$ cat src/rtl/aarc_pkg.sv
// Shared types, widths, command codes and scaling constants of the averaged ADC report controller.
package aarc_pkg;

   localparam int unsigned SAMPLE_W = 10;
   localparam int unsigned CMD_W    = 8;
   localparam int unsigned KIND_W   = 3;
   localparam int unsigned MV_W     = 13;
   localparam int unsigned DUTY_W   = 8;
   localparam int unsigned RATE_W   = 6;

   localparam int unsigned RING_DEPTH_DEFAULT  = 8;
   localparam int unsigned MS_PER_STEP_DEFAULT = 100;

   localparam logic [RATE_W-1:0] RATE_MIN   = RATE_W'(1);
   localparam logic [RATE_W-1:0] RATE_MAX   = RATE_W'(50);
   localparam logic [RATE_W-1:0] RATE_RESET = RATE_W'(10);

   localparam logic OP_TICK = 1'b0;
   localparam logic OP_CMD  = 1'b1;

   localparam logic [CMD_W-1:0] CMD_CR     = 8'h0D;
   localparam logic [CMD_W-1:0] CMD_LF     = 8'h0A;
   localparam logic [CMD_W-1:0] CMD_READ   = 8'h61;
   localparam logic [CMD_W-1:0] CMD_FASTER = 8'h2B;
   localparam logic [CMD_W-1:0] CMD_SLOWER = 8'h2D;
   localparam logic [CMD_W-1:0] CMD_TOGGLE = 8'h72;
   localparam logic [CMD_W-1:0] CMD_HELP   = 8'h3F;

   typedef enum logic [KIND_W-1:0] {
      KIND_REPORT  = 3'd0,
      KIND_READ    = 3'd1,
      KIND_FASTER  = 3'd2,
      KIND_SLOWER  = 3'd3,
      KIND_TOGGLE  = 3'd4,
      KIND_HELP    = 3'd5,
      KIND_UNKNOWN = 3'd6
   } kind_type;

   // Full-scale scaling: value*5000/1023 and value*255/1023.
   localparam int unsigned MV_SCALE      = 5000;
   localparam int unsigned DUTY_SCALE    = 255;
   localparam int unsigned FULL_SCALE    = 1023;
   localparam int unsigned MV_PROD_W     = 23;
   localparam int unsigned DUTY_PROD_W   = 18;

   // Exact division by 1023 for operands below 2**MV_PROD_W via a reciprocal multiply.
   localparam int unsigned DIV_SH        = MV_PROD_W + 10;
   localparam logic [63:0] DIV_MUL       =
      ((64'd1 << DIV_SH) + 64'(FULL_SCALE) - 64'd1) / 64'(FULL_SCALE);
   localparam int unsigned DIV_MUL_W     = 24;
   localparam int unsigned MV_MUL_W      = MV_PROD_W + DIV_MUL_W;
   localparam int unsigned DUTY_MUL_W    = DUTY_PROD_W + DIV_MUL_W;

endpackage

$ cat src/rtl/aarc_if.sv
// Valid/ready channel interfaces for the request and response sides of the controller.
interface aarc_req_if;
   import aarc_pkg::*;

   logic                valid;
   logic                ready;
   logic                op;
   logic [SAMPLE_W-1:0] sample;
   logic [CMD_W-1:0]    cmd_byte;

   modport source (output valid, output op, output sample, output cmd_byte, input ready);
   modport sink   (input valid, input op, input sample, input cmd_byte, output ready);
endinterface

interface aarc_rsp_if;
   import aarc_pkg::*;

   logic                valid;
   logic                ready;
   logic [KIND_W-1:0]   kind;
   logic [SAMPLE_W-1:0] raw_value;
   logic [MV_W-1:0]     millivolts;
   logic [DUTY_W-1:0]   duty;
   logic [RATE_W-1:0]   rate_now;
   logic                auto_on;

   modport source (output valid, output kind, output raw_value, output millivolts,
                   output duty, output rate_now, output auto_on, input ready);
   modport sink   (input valid, input kind, input raw_value, input millivolts,
                   input duty, input rate_now, input auto_on, output ready);
endinterface

$ cat src/rtl/aarc_ram.sv
// Generic single-write, single-read RAM with a registered, enabled read port.
module aarc_ram #(
   parameter int unsigned WIDTH = 10,
   parameter int unsigned DEPTH = 8
) (
   input  logic                     clock,
   input  logic                     wr_en,
   input  logic [$clog2(DEPTH)-1:0] wr_addr,
   input  logic [WIDTH-1:0]         wr_data,
   input  logic                     rd_en,
   input  logic [$clog2(DEPTH)-1:0] rd_addr,
   output logic [WIDTH-1:0]         rd_data
);
   logic [WIDTH-1:0] mem_ff [DEPTH];
   logic [WIDTH-1:0] rd_data_ff;

   always_ff @(posedge clock) begin
      if (wr_en) begin
         mem_ff[wr_addr] <= wr_data;
      end
      if (rd_en) begin
         rd_data_ff <= mem_ff[rd_addr];
      end
   end

   assign rd_data = rd_data_ff;
endmodule

$ cat src/rtl/averaged_adc_report_controller.sv
// Top level of the averaged ADC report controller: tick and command decode, sample ring, scaling.
//
// The request channel carries one item per transfer: either a millisecond tick with the
// current ADC sample (op = 0) or a console command byte (op = 1). The response channel
// returns at most one item per request: periodic reports of the ring average with its
// millivolt and PWM duty scaling, or the answer to a command. CR and LF produce nothing.
// The block accepts one request per cycle while the response side does not stall it. A
// response passes through the stage 1 to stage 4 registers and the output register:
// decode and ring read, ring update, averaging multiply, scaling multiply, reciprocal
// divide into the output register. The sample ring sits in a RAM read at decode, ahead of
// its update, and consecutive reports always use different slots, so no forwarding is needed.
// Reset is synchronous: the ring reads as zero through per-entry fill flags, the running
// sum and elapsed count clear, the rate returns to ten and auto-report is enabled. When
// the receiver stalls, the pipeline keeps accepting requests until every stage up to the
// output register holds a response; requests that produce no response are always
// absorbed while ready is high.
module averaged_adc_report_controller #(
   parameter int unsigned RING_DEPTH  = aarc_pkg::RING_DEPTH_DEFAULT,
   parameter int unsigned MS_PER_STEP = aarc_pkg::MS_PER_STEP_DEFAULT
) (
   input  logic       clock,
   input  logic       reset,
   aarc_req_if.sink   req_ch,
   aarc_rsp_if.source rsp_ch
);
   import aarc_pkg::*;

   localparam int unsigned SLOT_W      = $clog2(RING_DEPTH);
   localparam int unsigned TOTAL_W     = SAMPLE_W + SLOT_W;
   localparam int unsigned AVG_SH      = TOTAL_W + SLOT_W;
   localparam logic [63:0] AVG_MUL     =
      ((64'd1 << AVG_SH) + 64'(RING_DEPTH) - 64'd1) / 64'(RING_DEPTH);
   localparam int unsigned AVG_MUL_W   = TOTAL_W + 1;
   localparam int unsigned AVG_PROD_W  = TOTAL_W + AVG_MUL_W;
   localparam int unsigned ELAP_CAP    = 50 * MS_PER_STEP;
   localparam int unsigned ELAP_W      = $clog2(ELAP_CAP + 1);

   // Control state.
   logic [ELAP_W-1:0]     elapsed_ff, elapsed_in;
   logic [RATE_W-1:0]     period_ff, period_in;
   logic                  auto_ff, auto_in;
   logic [SLOT_W-1:0]     slot_ff, slot_in;
   logic [TOTAL_W-1:0]    total_ff;
   logic [RING_DEPTH-1:0] filled_ff;

   // Decode.
   logic                  accept;
   logic                  has_rsp;
   logic                  fire;
   kind_type              kind_in;
   logic [ELAP_W-1:0]     elapsed_inc;
   logic [ELAP_W-1:0]     threshold;

   // Pipeline valids and flow control.
   logic v1_ff, v2_ff, v3_ff, v4_ff, rsp_valid_ff;
   logic free1, free2, free3, free4, free_out;

   // Stage 1: ring update.
   kind_type            s1_kind_ff;
   logic [SAMPLE_W-1:0] s1_sample_ff;
   logic [SLOT_W-1:0]   s1_slot_ff;
   logic [RATE_W-1:0]   s1_rate_ff;
   logic                s1_auto_ff;
   logic [SAMPLE_W-1:0] ram_rd_data;
   logic [SAMPLE_W-1:0] old_sample;
   logic [TOTAL_W-1:0]  total_in;
   logic                ring_write;

   // Stage 2: average.
   kind_type            s2_kind_ff;
   logic [SAMPLE_W-1:0] s2_sample_ff;
   logic [TOTAL_W-1:0]  s2_total_ff;
   logic [RATE_W-1:0]   s2_rate_ff;
   logic                s2_auto_ff;
   logic [AVG_PROD_W-1:0] avg_prod;
   logic [SAMPLE_W-1:0] raw_in;

   // Stage 3: scaling products.
   kind_type            s3_kind_ff;
   logic [SAMPLE_W-1:0] s3_raw_ff;
   logic [RATE_W-1:0]   s3_rate_ff;
   logic                s3_auto_ff;

   // Stage 4: divide by full scale.
   kind_type             s4_kind_ff;
   logic [SAMPLE_W-1:0]  s4_raw_ff;
   logic [MV_PROD_W-1:0] s4_mv_prod_ff;
   logic [DUTY_PROD_W-1:0] s4_duty_prod_ff;
   logic [RATE_W-1:0]    s4_rate_ff;
   logic                 s4_auto_ff;
   logic [MV_MUL_W-1:0]  mv_full;
   logic [DUTY_MUL_W-1:0] duty_full;

   // Output register.
   kind_type            out_kind_ff;
   logic [SAMPLE_W-1:0] out_raw_ff;
   logic [MV_W-1:0]     out_mv_ff;
   logic [DUTY_W-1:0]   out_duty_ff;
   logic [RATE_W-1:0]   out_rate_ff;
   logic                out_auto_ff;

   assign free_out = !rsp_valid_ff || rsp_ch.ready;
   assign free4    = !v4_ff || free_out;
   assign free3    = !v3_ff || free4;
   assign free2    = !v2_ff || free3;
   assign free1    = !v1_ff || free2;

   assign req_ch.ready = free1;
   assign accept       = req_ch.valid && free1;

   assign elapsed_inc = (elapsed_ff < ELAP_W'(ELAP_CAP)) ? elapsed_ff + ELAP_W'(1) : elapsed_ff;
   assign threshold   = ELAP_W'(period_ff) * ELAP_W'(MS_PER_STEP);
   assign fire        = accept && (req_ch.op == OP_TICK) && auto_ff && (elapsed_inc >= threshold);

   always_comb begin
      elapsed_in = elapsed_ff;
      period_in  = period_ff;
      auto_in    = auto_ff;
      slot_in    = slot_ff;
      has_rsp    = 1'b0;
      kind_in    = KIND_UNKNOWN;
      if (accept) begin
         if (req_ch.op == OP_TICK) begin
            elapsed_in = fire ? '0 : elapsed_inc;
            if (fire) begin
               has_rsp = 1'b1;
               kind_in = KIND_REPORT;
               slot_in = (slot_ff == SLOT_W'(RING_DEPTH - 1)) ? '0 : slot_ff + SLOT_W'(1);
            end
         end else begin
            has_rsp = 1'b1;
            case (req_ch.cmd_byte)
               CMD_CR, CMD_LF: begin
                  has_rsp = 1'b0;
               end
               CMD_READ: begin
                  kind_in = KIND_READ;
               end
               CMD_FASTER: begin
                  kind_in = KIND_FASTER;
                  if (period_ff > RATE_MIN) begin
                     period_in = period_ff - RATE_W'(1);
                  end
               end
               CMD_SLOWER: begin
                  kind_in = KIND_SLOWER;
                  if (period_ff < RATE_MAX) begin
                     period_in = period_ff + RATE_W'(1);
                  end
               end
               CMD_TOGGLE: begin
                  kind_in = KIND_TOGGLE;
                  auto_in = !auto_ff;
               end
               CMD_HELP: begin
                  kind_in = KIND_HELP;
               end
               default: begin
                  kind_in = KIND_UNKNOWN;
               end
            endcase
         end
      end
   end

   always_ff @(posedge clock) begin
      if (reset) begin
         elapsed_ff <= '0;
         period_ff  <= RATE_RESET;
         auto_ff    <= 1'b1;
         slot_ff    <= '0;
      end else begin
         elapsed_ff <= elapsed_in;
         period_ff  <= period_in;
         auto_ff    <= auto_in;
         slot_ff    <= slot_in;
      end
   end

   aarc_ram #(
      .WIDTH (SAMPLE_W),
      .DEPTH (RING_DEPTH)
   ) u_ring (
      .clock   (clock),
      .wr_en   (ring_write),
      .wr_addr (s1_slot_ff),
      .wr_data (s1_sample_ff),
      .rd_en   (fire),
      .rd_addr (slot_ff),
      .rd_data (ram_rd_data)
   );

   // Stage 1 register.
   always_ff @(posedge clock) begin
      if (reset) begin
         v1_ff <= 1'b0;
      end else if (free1) begin
         v1_ff <= accept && has_rsp;
      end
      if (free1) begin
         s1_kind_ff   <= kind_in;
         s1_sample_ff <= req_ch.sample;
         s1_slot_ff   <= slot_ff;
         s1_rate_ff   <= period_in;
         s1_auto_ff   <= auto_in;
      end
   end

   assign ring_write = v1_ff && free2 && (s1_kind_ff == KIND_REPORT);
   assign old_sample = filled_ff[s1_slot_ff] ? ram_rd_data : '0;
   assign total_in   = total_ff - TOTAL_W'(old_sample) + TOTAL_W'(s1_sample_ff);

   always_ff @(posedge clock) begin
      if (reset) begin
         total_ff  <= '0;
         filled_ff <= '0;
      end else if (ring_write) begin
         total_ff              <= total_in;
         filled_ff[s1_slot_ff] <= 1'b1;
      end
   end

   // Stage 2 register.
   always_ff @(posedge clock) begin
      if (reset) begin
         v2_ff <= 1'b0;
      end else if (free2) begin
         v2_ff <= v1_ff;
      end
      if (free2) begin
         s2_kind_ff   <= s1_kind_ff;
         s2_sample_ff <= s1_sample_ff;
         s2_total_ff  <= total_in;
         s2_rate_ff   <= s1_rate_ff;
         s2_auto_ff   <= s1_auto_ff;
      end
   end

   assign avg_prod = AVG_PROD_W'(s2_total_ff) * AVG_PROD_W'(AVG_MUL);

   always_comb begin
      case (s2_kind_ff)
         KIND_REPORT: raw_in = avg_prod[AVG_SH +: SAMPLE_W];
         KIND_READ:   raw_in = s2_sample_ff;
         default:     raw_in = '0;
      endcase
   end

   // Stage 3 register.
   always_ff @(posedge clock) begin
      if (reset) begin
         v3_ff <= 1'b0;
      end else if (free3) begin
         v3_ff <= v2_ff;
      end
      if (free3) begin
         s3_kind_ff <= s2_kind_ff;
         s3_raw_ff  <= raw_in;
         s3_rate_ff <= s2_rate_ff;
         s3_auto_ff <= s2_auto_ff;
      end
   end

   // Stage 4 register.
   always_ff @(posedge clock) begin
      if (reset) begin
         v4_ff <= 1'b0;
      end else if (free4) begin
         v4_ff <= v3_ff;
      end
      if (free4) begin
         s4_kind_ff      <= s3_kind_ff;
         s4_raw_ff       <= s3_raw_ff;
         s4_mv_prod_ff   <= MV_PROD_W'(s3_raw_ff) * MV_PROD_W'(MV_SCALE);
         s4_duty_prod_ff <= DUTY_PROD_W'(s3_raw_ff) * DUTY_PROD_W'(DUTY_SCALE);
         s4_rate_ff      <= s3_rate_ff;
         s4_auto_ff      <= s3_auto_ff;
      end
   end

   assign mv_full   = MV_MUL_W'(s4_mv_prod_ff) * MV_MUL_W'(DIV_MUL);
   assign duty_full = DUTY_MUL_W'(s4_duty_prod_ff) * DUTY_MUL_W'(DIV_MUL);

   // Output register.
   always_ff @(posedge clock) begin
      if (reset) begin
         rsp_valid_ff <= 1'b0;
      end else if (free_out) begin
         rsp_valid_ff <= v4_ff;
      end
      if (free_out) begin
         out_kind_ff <= s4_kind_ff;
         out_raw_ff  <= s4_raw_ff;
         out_mv_ff   <= mv_full[DIV_SH +: MV_W];
         out_duty_ff <= (s4_kind_ff == KIND_REPORT) ? duty_full[DIV_SH +: DUTY_W] : '0;
         out_rate_ff <= s4_rate_ff;
         out_auto_ff <= s4_auto_ff;
      end
   end

   assign rsp_ch.valid      = rsp_valid_ff;
   assign rsp_ch.kind       = out_kind_ff;
   assign rsp_ch.raw_value  = out_raw_ff;
   assign rsp_ch.millivolts = out_mv_ff;
   assign rsp_ch.duty       = out_duty_ff;
   assign rsp_ch.rate_now   = out_rate_ff;
   assign rsp_ch.auto_on    = out_auto_ff;
endmodule

$ cat src/flat_wrapper.sv
// flat-port wrapper written by rule: the top's interface ports become plain ports
module averaged_adc_report_controller_flat import aarc_pkg::*;
#(
   parameter int unsigned RING_DEPTH  = aarc_pkg::RING_DEPTH_DEFAULT,
   parameter int unsigned MS_PER_STEP = aarc_pkg::MS_PER_STEP_DEFAULT
)
  (clock, reset, req_ch_valid, req_ch_op, req_ch_sample, req_ch_cmd_byte, req_ch_ready, rsp_ch_valid, rsp_ch_kind, rsp_ch_raw_value, rsp_ch_millivolts, rsp_ch_duty, rsp_ch_rate_now, rsp_ch_auto_on, rsp_ch_ready);
  aarc_req_if req_ch_i ();
  aarc_rsp_if rsp_ch_i ();
  input  logic clock;
  input  logic reset;
  input wire logic [$bits(req_ch_i.valid)-1:0] req_ch_valid;
  input wire logic [$bits(req_ch_i.op)-1:0] req_ch_op;
  input wire logic [$bits(req_ch_i.sample)-1:0] req_ch_sample;
  input wire logic [$bits(req_ch_i.cmd_byte)-1:0] req_ch_cmd_byte;
  output wire logic [$bits(req_ch_i.ready)-1:0] req_ch_ready;
  output wire logic [$bits(rsp_ch_i.valid)-1:0] rsp_ch_valid;
  output wire logic [$bits(rsp_ch_i.kind)-1:0] rsp_ch_kind;
  output wire logic [$bits(rsp_ch_i.raw_value)-1:0] rsp_ch_raw_value;
  output wire logic [$bits(rsp_ch_i.millivolts)-1:0] rsp_ch_millivolts;
  output wire logic [$bits(rsp_ch_i.duty)-1:0] rsp_ch_duty;
  output wire logic [$bits(rsp_ch_i.rate_now)-1:0] rsp_ch_rate_now;
  output wire logic [$bits(rsp_ch_i.auto_on)-1:0] rsp_ch_auto_on;
  input wire logic [$bits(rsp_ch_i.ready)-1:0] rsp_ch_ready;
  assign req_ch_i.valid = req_ch_valid;
  assign req_ch_i.op = req_ch_op;
  assign req_ch_i.sample = req_ch_sample;
  assign req_ch_i.cmd_byte = req_ch_cmd_byte;
  assign req_ch_ready = req_ch_i.ready;
  assign rsp_ch_valid = rsp_ch_i.valid;
  assign rsp_ch_kind = rsp_ch_i.kind;
  assign rsp_ch_raw_value = rsp_ch_i.raw_value;
  assign rsp_ch_millivolts = rsp_ch_i.millivolts;
  assign rsp_ch_duty = rsp_ch_i.duty;
  assign rsp_ch_rate_now = rsp_ch_i.rate_now;
  assign rsp_ch_auto_on = rsp_ch_i.auto_on;
  assign rsp_ch_i.ready = rsp_ch_ready;
  averaged_adc_report_controller #(.RING_DEPTH(RING_DEPTH), .MS_PER_STEP(MS_PER_STEP)) u_core (.clock(clock), .reset(reset), .req_ch(req_ch_i), .rsp_ch(rsp_ch_i));
endmodule
$ cat config.mk
export PLATFORM = sky130hd
export DESIGN_NAME = averaged_adc_report_controller_flat
export DESIGN_NICKNAME = d
export VERILOG_FILES = /design/src/rtl/aarc_pkg.sv /design/src/rtl/aarc_if.sv /design/src/rtl/aarc_ram.sv /design/src/rtl/averaged_adc_report_controller.sv /design/src/flat_wrapper.sv
export SDC_FILE = /design/constraint.sdc
export NUM_CORES = 1
export LEC_CHECK = 0
export BUFFER_PORTS_ARGS = -buffer_cell sky130_fd_sc_hd__buf_2
export CAP_MARGIN = 20
export CORE_MARGIN = 1
export CORE_UTILIZATION = 55
export DETAILED_ROUTE_END_ITERATION = 16
export GPL_TIMING_DRIVEN = 0
export PLACE_DENSITY = 0.72
export SETUP_SLACK_MARGIN = 0.5
export SKIP_CTS_REPAIR_TIMING = 1
export SLEW_MARGIN = 10
export SYNTH_ARGS = -nofsm -noshare
export SYNTH_HDL_FRONTEND = slang
export SYNTH_HIERARCHICAL = 1
export SYNTH_SLANG_ARGS = --single-unit
$ cat constraint.sdc
create_clock -name clock -period 7.75 [get_ports clock]
set_input_delay 0.775 -clock clock [delete_from_list [all_inputs] [get_ports clock]]
set_output_delay 0.775 -clock clock [all_outputs]
set_load 0.01 [all_outputs]
==> impl_metrics.tcl <==
set metrics [dict create \
    outcome "finished, final reports clean" \
    fp.dieArea_sq_mm 0.0377 \
    port_buffers 65 \
    final-max-slew-violation-count 0 \
    floorplan.die.width_um 194 \
    synth.yosys.seq_area_share_pct 42.8 \
    ratio_of_cells_with_drive_above_1_in_the_final_layout_pct 8.78 \
    layout_min_cycle_time_ns 5.30 \
    design.core.area_sq_mm 0.0365 \
    layout-area-overhead-vs-synth_pct 10.5 \
    crit_chain "ha_1 > ha_1 > inv_1 > fa_1 > inv_1 > ha_1 > ha_1 > ha_1 > ha_1 > a21oi_1 > o21ai_0 > o2111ai_1 > o21ai_0 > a21oi_1 > nor3_1 > nand3_1 > xnor2_1" \
    netlist-cell-type-count 63 \
    n_fill_cell 2906 \
    power.switching_mw 0.712 \
    start_util_pct 55.7 \
    route.antenna.remaining_nets 0 \
    intPower_mw 2.76 \
    worst_margin_slew_ns 1.07 \
    rsz0062_at_grt "no" \
    clock_skew_ns 0.0211 \
    global_route.overflow_total 0 \
    synthDominantAreaCellType "sky130_fd_sc_hd__edfxtp_1" \
    yosys.area.top_type_share_pct 38.0 \
    rr_endpoint "u_core/rsp_ch.millivolts[12]$_DFFE_PP_" \
    critPathMostFrequentCell "sky130_fd_sc_hd__ha_1" \
    row_count 70 \
    finalSetupViolations 0 \
    cts-htree-levels 2 \
    max-clock-path-buffers 3 \
    ys_ff_latch 306 \
    routed_via_density 5.60 \
    hold-path-cell-count 0 \
    switching_share_pct 20.5 \
    syn_avg_cell_area_sq_um 12.1 \
    antenna_violations_before_repair 0 \
    timing.hold.ws_ns 0.406 \
    post-route-period-util_pct 68.4 \
    postRouteWirelength_um 36400 \
    power.leakage_nw 11.1 \
    cell_at_the_slowest_stage_of_the_critical_path "sky130_fd_sc_hd__nor3_1" \
    criticalPathCategory "register to register" \
    clock_power_share_pct 45.5 \
    syn_inst 1677 \
    maximum_fanout_encountered_on_the_critical_timing_path 6 \
    synth.top_cells.by_area "sky130_fd_sc_hd__edfxtp_1 (38%), sky130_fd_sc_hd__ha_1 (22%), sky130_fd_sc_hd__fa_1 (7.5%)" \
    first_iter_violations 644 \
    synth_edf_count 257 \
    synth.cell_area_sq_mm 0.0203 \
    drc_errors 0 \
    fmaxAchievable_mhz 189 \
    tritoncts_num_sinks 306 \
    vdd_drop_max_uv 202 \
    crit_buf_inv 2 \
    crit-reg2reg-launch "u_core/s4_mv_prod_ff[19]$_DFFE_PP_" \
    place_hpwl_um 28400 \
    clock_latency_ns 0.54 \
    cts.reportedPaths.clkPinSlew_ns 0.06 \
    critical_path.max_stage_delay_ns 0.61 \
    n_antenna_cell 0 \
    r2r_setup_slack_ns 2.45 \
    synth.net_count 2141 \
    cts-buffers-inserted 35 \
    timing.final.hold_violations 0 \
    cap_violations 0 \
    arrival_ns 5.57 \
    grt_first_pass_wirelength_um 61900 \
    drtPass1Iterations 6 \
    die_y_um 194 \
    finish.net_count 2250 \
    crit_required_ns 8.03 \
    routed_wire_length_per_instance_um 16.0 \
    timing.setup.tns_ns 0 \
    min_to "u_core/s4_rate_ff[0]$_DFFE_PP_" \
    kind_of_capture_point_of_the_worst_setup_path "register" \
    powerDensity_mw_per_mm2 154 \
    first_global_vias 13155 \
    part_of_the_total_power_dissipated_in_combinational_logic_pct 2.4 \
    last_weighted_congestion_value_of_the_routability_driven_placer 0.860 \
    clock-root-buffer "sky130_fd_sc_hd__clkbuf_16" \
    ff2ff_path_depth 17 \
    tritoncts "yes" \
    worst_hold_startpoint "u_core/s3_rate_ff[0]$_DFFE_PP_" \
    via_count 12754 \
    yosys_most_used_dff "sky130_fd_sc_hd__edfxtp_1" \
    grt_start_max_net_pins 39 \
    critical_path.top_delay_family "adder cells" \
    async_reset_ff_share_pct 0 \
    synth_warnings 6 \
    max_slew_margin_pct 28.6 \
    total_routing_resource_utilization_after_global_routing_pct 20.2 \
    crit_path_start_kind "register" \
    io-pin-count 66 \
    sequentialPowerShare_pct 52.0 \
    hold_path_class "register to register" \
]
layer usage:
layer | track usage (%) | share of wire [%]
met1 | 24.6 | 43
met2 | 36.8 | 51
met3 | 3.13 | 3.9
met4 | 6.17 | 2.5
met5 | 0 | 0
Yosys cell counts, types with 7 or more instances:
library cell               instances
sky130_fd_sc_hd__clkbuf_1         15
sky130_fd_sc_hd__mux2_2           11
sky130_fd_sc_hd__mux2i_1          15
sky130_fd_sc_hd__nand3_1          24
sky130_fd_sc_hd__and4_1            7
sky130_fd_sc_hd__o211ai_1          7
sky130_fd_sc_hd__and3_1           13
sky130_fd_sc_hd__mux4_1           20
sky130_fd_sc_hd__nand2b_1         13
sky130_fd_sc_hd__nand2_1          66
sky130_fd_sc_hd__inv_1           243
sky130_fd_sc_hd__a21o_1           21
sky130_fd_sc_hd__dfxtp_1          49
sky130_fd_sc_hd__and2_1           15
sky130_fd_sc_hd__xor2_1           12
sky130_fd_sc_hd__a31oi_1          20
sky130_fd_sc_hd__nand4_1          15
sky130_fd_sc_hd__nor2_1           68
sky130_fd_sc_hd__nor2b_1          15
sky130_fd_sc_hd__or3_1            13
sky130_fd_sc_hd__fa_1             76
sky130_fd_sc_hd__edfxtp_1        257
sky130_fd_sc_hd__ha_1            365
sky130_fd_sc_hd__a211oi_1         12
sky130_fd_sc_hd__or2_2            15
sky130_fd_sc_hd__a21oi_1          86
sky130_fd_sc_hd__o21bai_1          8
sky130_fd_sc_hd__o21ai_0          37
sky130_fd_sc_hd__nor3_1           29
sky130_fd_sc_hd__xnor2_1          60
sky130_fd_sc_hd__a32o_1            8
registers in the layout, indices dropped and copies added (netlist names), 8 cells and up:
name / cells
u_core/u_ring/rd_data: 10
u_core/s4_raw_ff: 10
u_core/s2_sample_ff: 10
u_core/total_ff: 13
u_core/rsp_ch.raw_value: 10
u_core/s1_sample_ff: 10
u_core/rsp_ch.millivolts: 13
u_core/s4_duty_prod_ff: 17
u_core/elapsed_ff: 13
u_core/u_ring/mem_ff: 80
u_core/s2_total_ff: 10
u_core/rsp_ch.duty: 8
u_core/filled_ff: 8
u_core/s4_mv_prod_ff: 16
u_core/s3_raw_ff: 10
per-stage QoR:
step / area, sq um / cells / util (%) / total power, mW / setup slack [ns]
after global placement: 21200 / 2210 / 58.2 / 1.92 / 2.27
after global routing: 22500 / 2279 / 61.5 / 3.59 / 2.07
after detailed placement: 21300 / 2216 / 58.4 / 1.92 / 2.38
after CTS: 22400 / 2278 / 61.4 / 3.51 / 2.37
after floorplan: 20300 / 1677 / - / 1.89 / 3.00
final: 22500 / 2279 / 61.5 / 3.47 / 2.45
cell usage in the layout, fill, tap and decap left out, drive strengths merged, types with 20 or more instances in the layout:
cell type and n:
o21ai 37, nand2 66, xnor2 60, mux4 20, edfxtp 257, inv 247
clkbuf 62, buf 79, nand3 24, nor2 68, dfxtp 49, a21oi 86
a21o 21, nor3 29, ha 365, a31oi 20, fa 76
worst max-delay path by stage:
stage                                            start                                      to  cells past startpoint
detailed placement  u_core/s4_mv_prod_ff[19]$_DFFE_PP_  u_core/rsp_ch.millivolts[12]$_DFFE_PP_                     17
finish              u_core/s4_mv_prod_ff[19]$_DFFE_PP_  u_core/rsp_ch.millivolts[12]$_DFFE_PP_                     17
floorplan                u_core/s3_raw_ff[4]$_DFFE_PP_    u_core/s4_duty_prod_ff[17]$_DFFE_PP_                     14
global route        u_core/s4_mv_prod_ff[19]$_DFFE_PP_  u_core/rsp_ch.millivolts[12]$_DFFE_PP_                     17
CTS                 u_core/s4_mv_prod_ff[19]$_DFFE_PP_  u_core/rsp_ch.millivolts[12]$_DFFE_PP_                     17
global placement                          rsp_ch_ready    u_core/u_ring/mem_ff[0][5]$_DFFE_PP_                     10
layout make-up:
| cell class | instances | area (sq um) | area share [%] |
|---|---|---|---|
| inverter | 243 | 912 | 4.06 |
| sequential | 306 | 8700 | 38.7 |
| clock inverter | 15 | 160 | 0.713 |
| buffer | 22 | 109 | 0.485 |
| clock buffer | 47 | 941 | 4.19 |
| multi-input combinational | 1106 | 10600 | 47.3 |
| tap | 468 | 586 | 2.61 |
| timing repair buffer | 72 | 438 | 1.95 |
cell families after synthesis:
logic type | synth area share (%)
DFF | 42.8
buffers and inverters | 5.02
xor gates and xnor gates | 3.10
AOI/OAI and AO/OA | 7.43
and+or+nand+nor | 7.77
muxes | 3.93
adders and majority gates | 30.0
power by group through the flow:
| stage | clock network, mW | logic, mW | registers (mW) |
|---|---|---|---|
| finish | 1.58 | 0.0838 | 1.80 |
| global route | 1.69 | 0.0941 | 1.81 |
| CTS | 1.62 | 0.0835 | 1.80 |
| detailed placement | 0 | 0.0827 | 1.84 |
| global placement | 0 | 0.0795 | 1.84 |
| floorplan | 0 | 0.0584 | 1.83 |
Power figures use the tool's default switching activity.
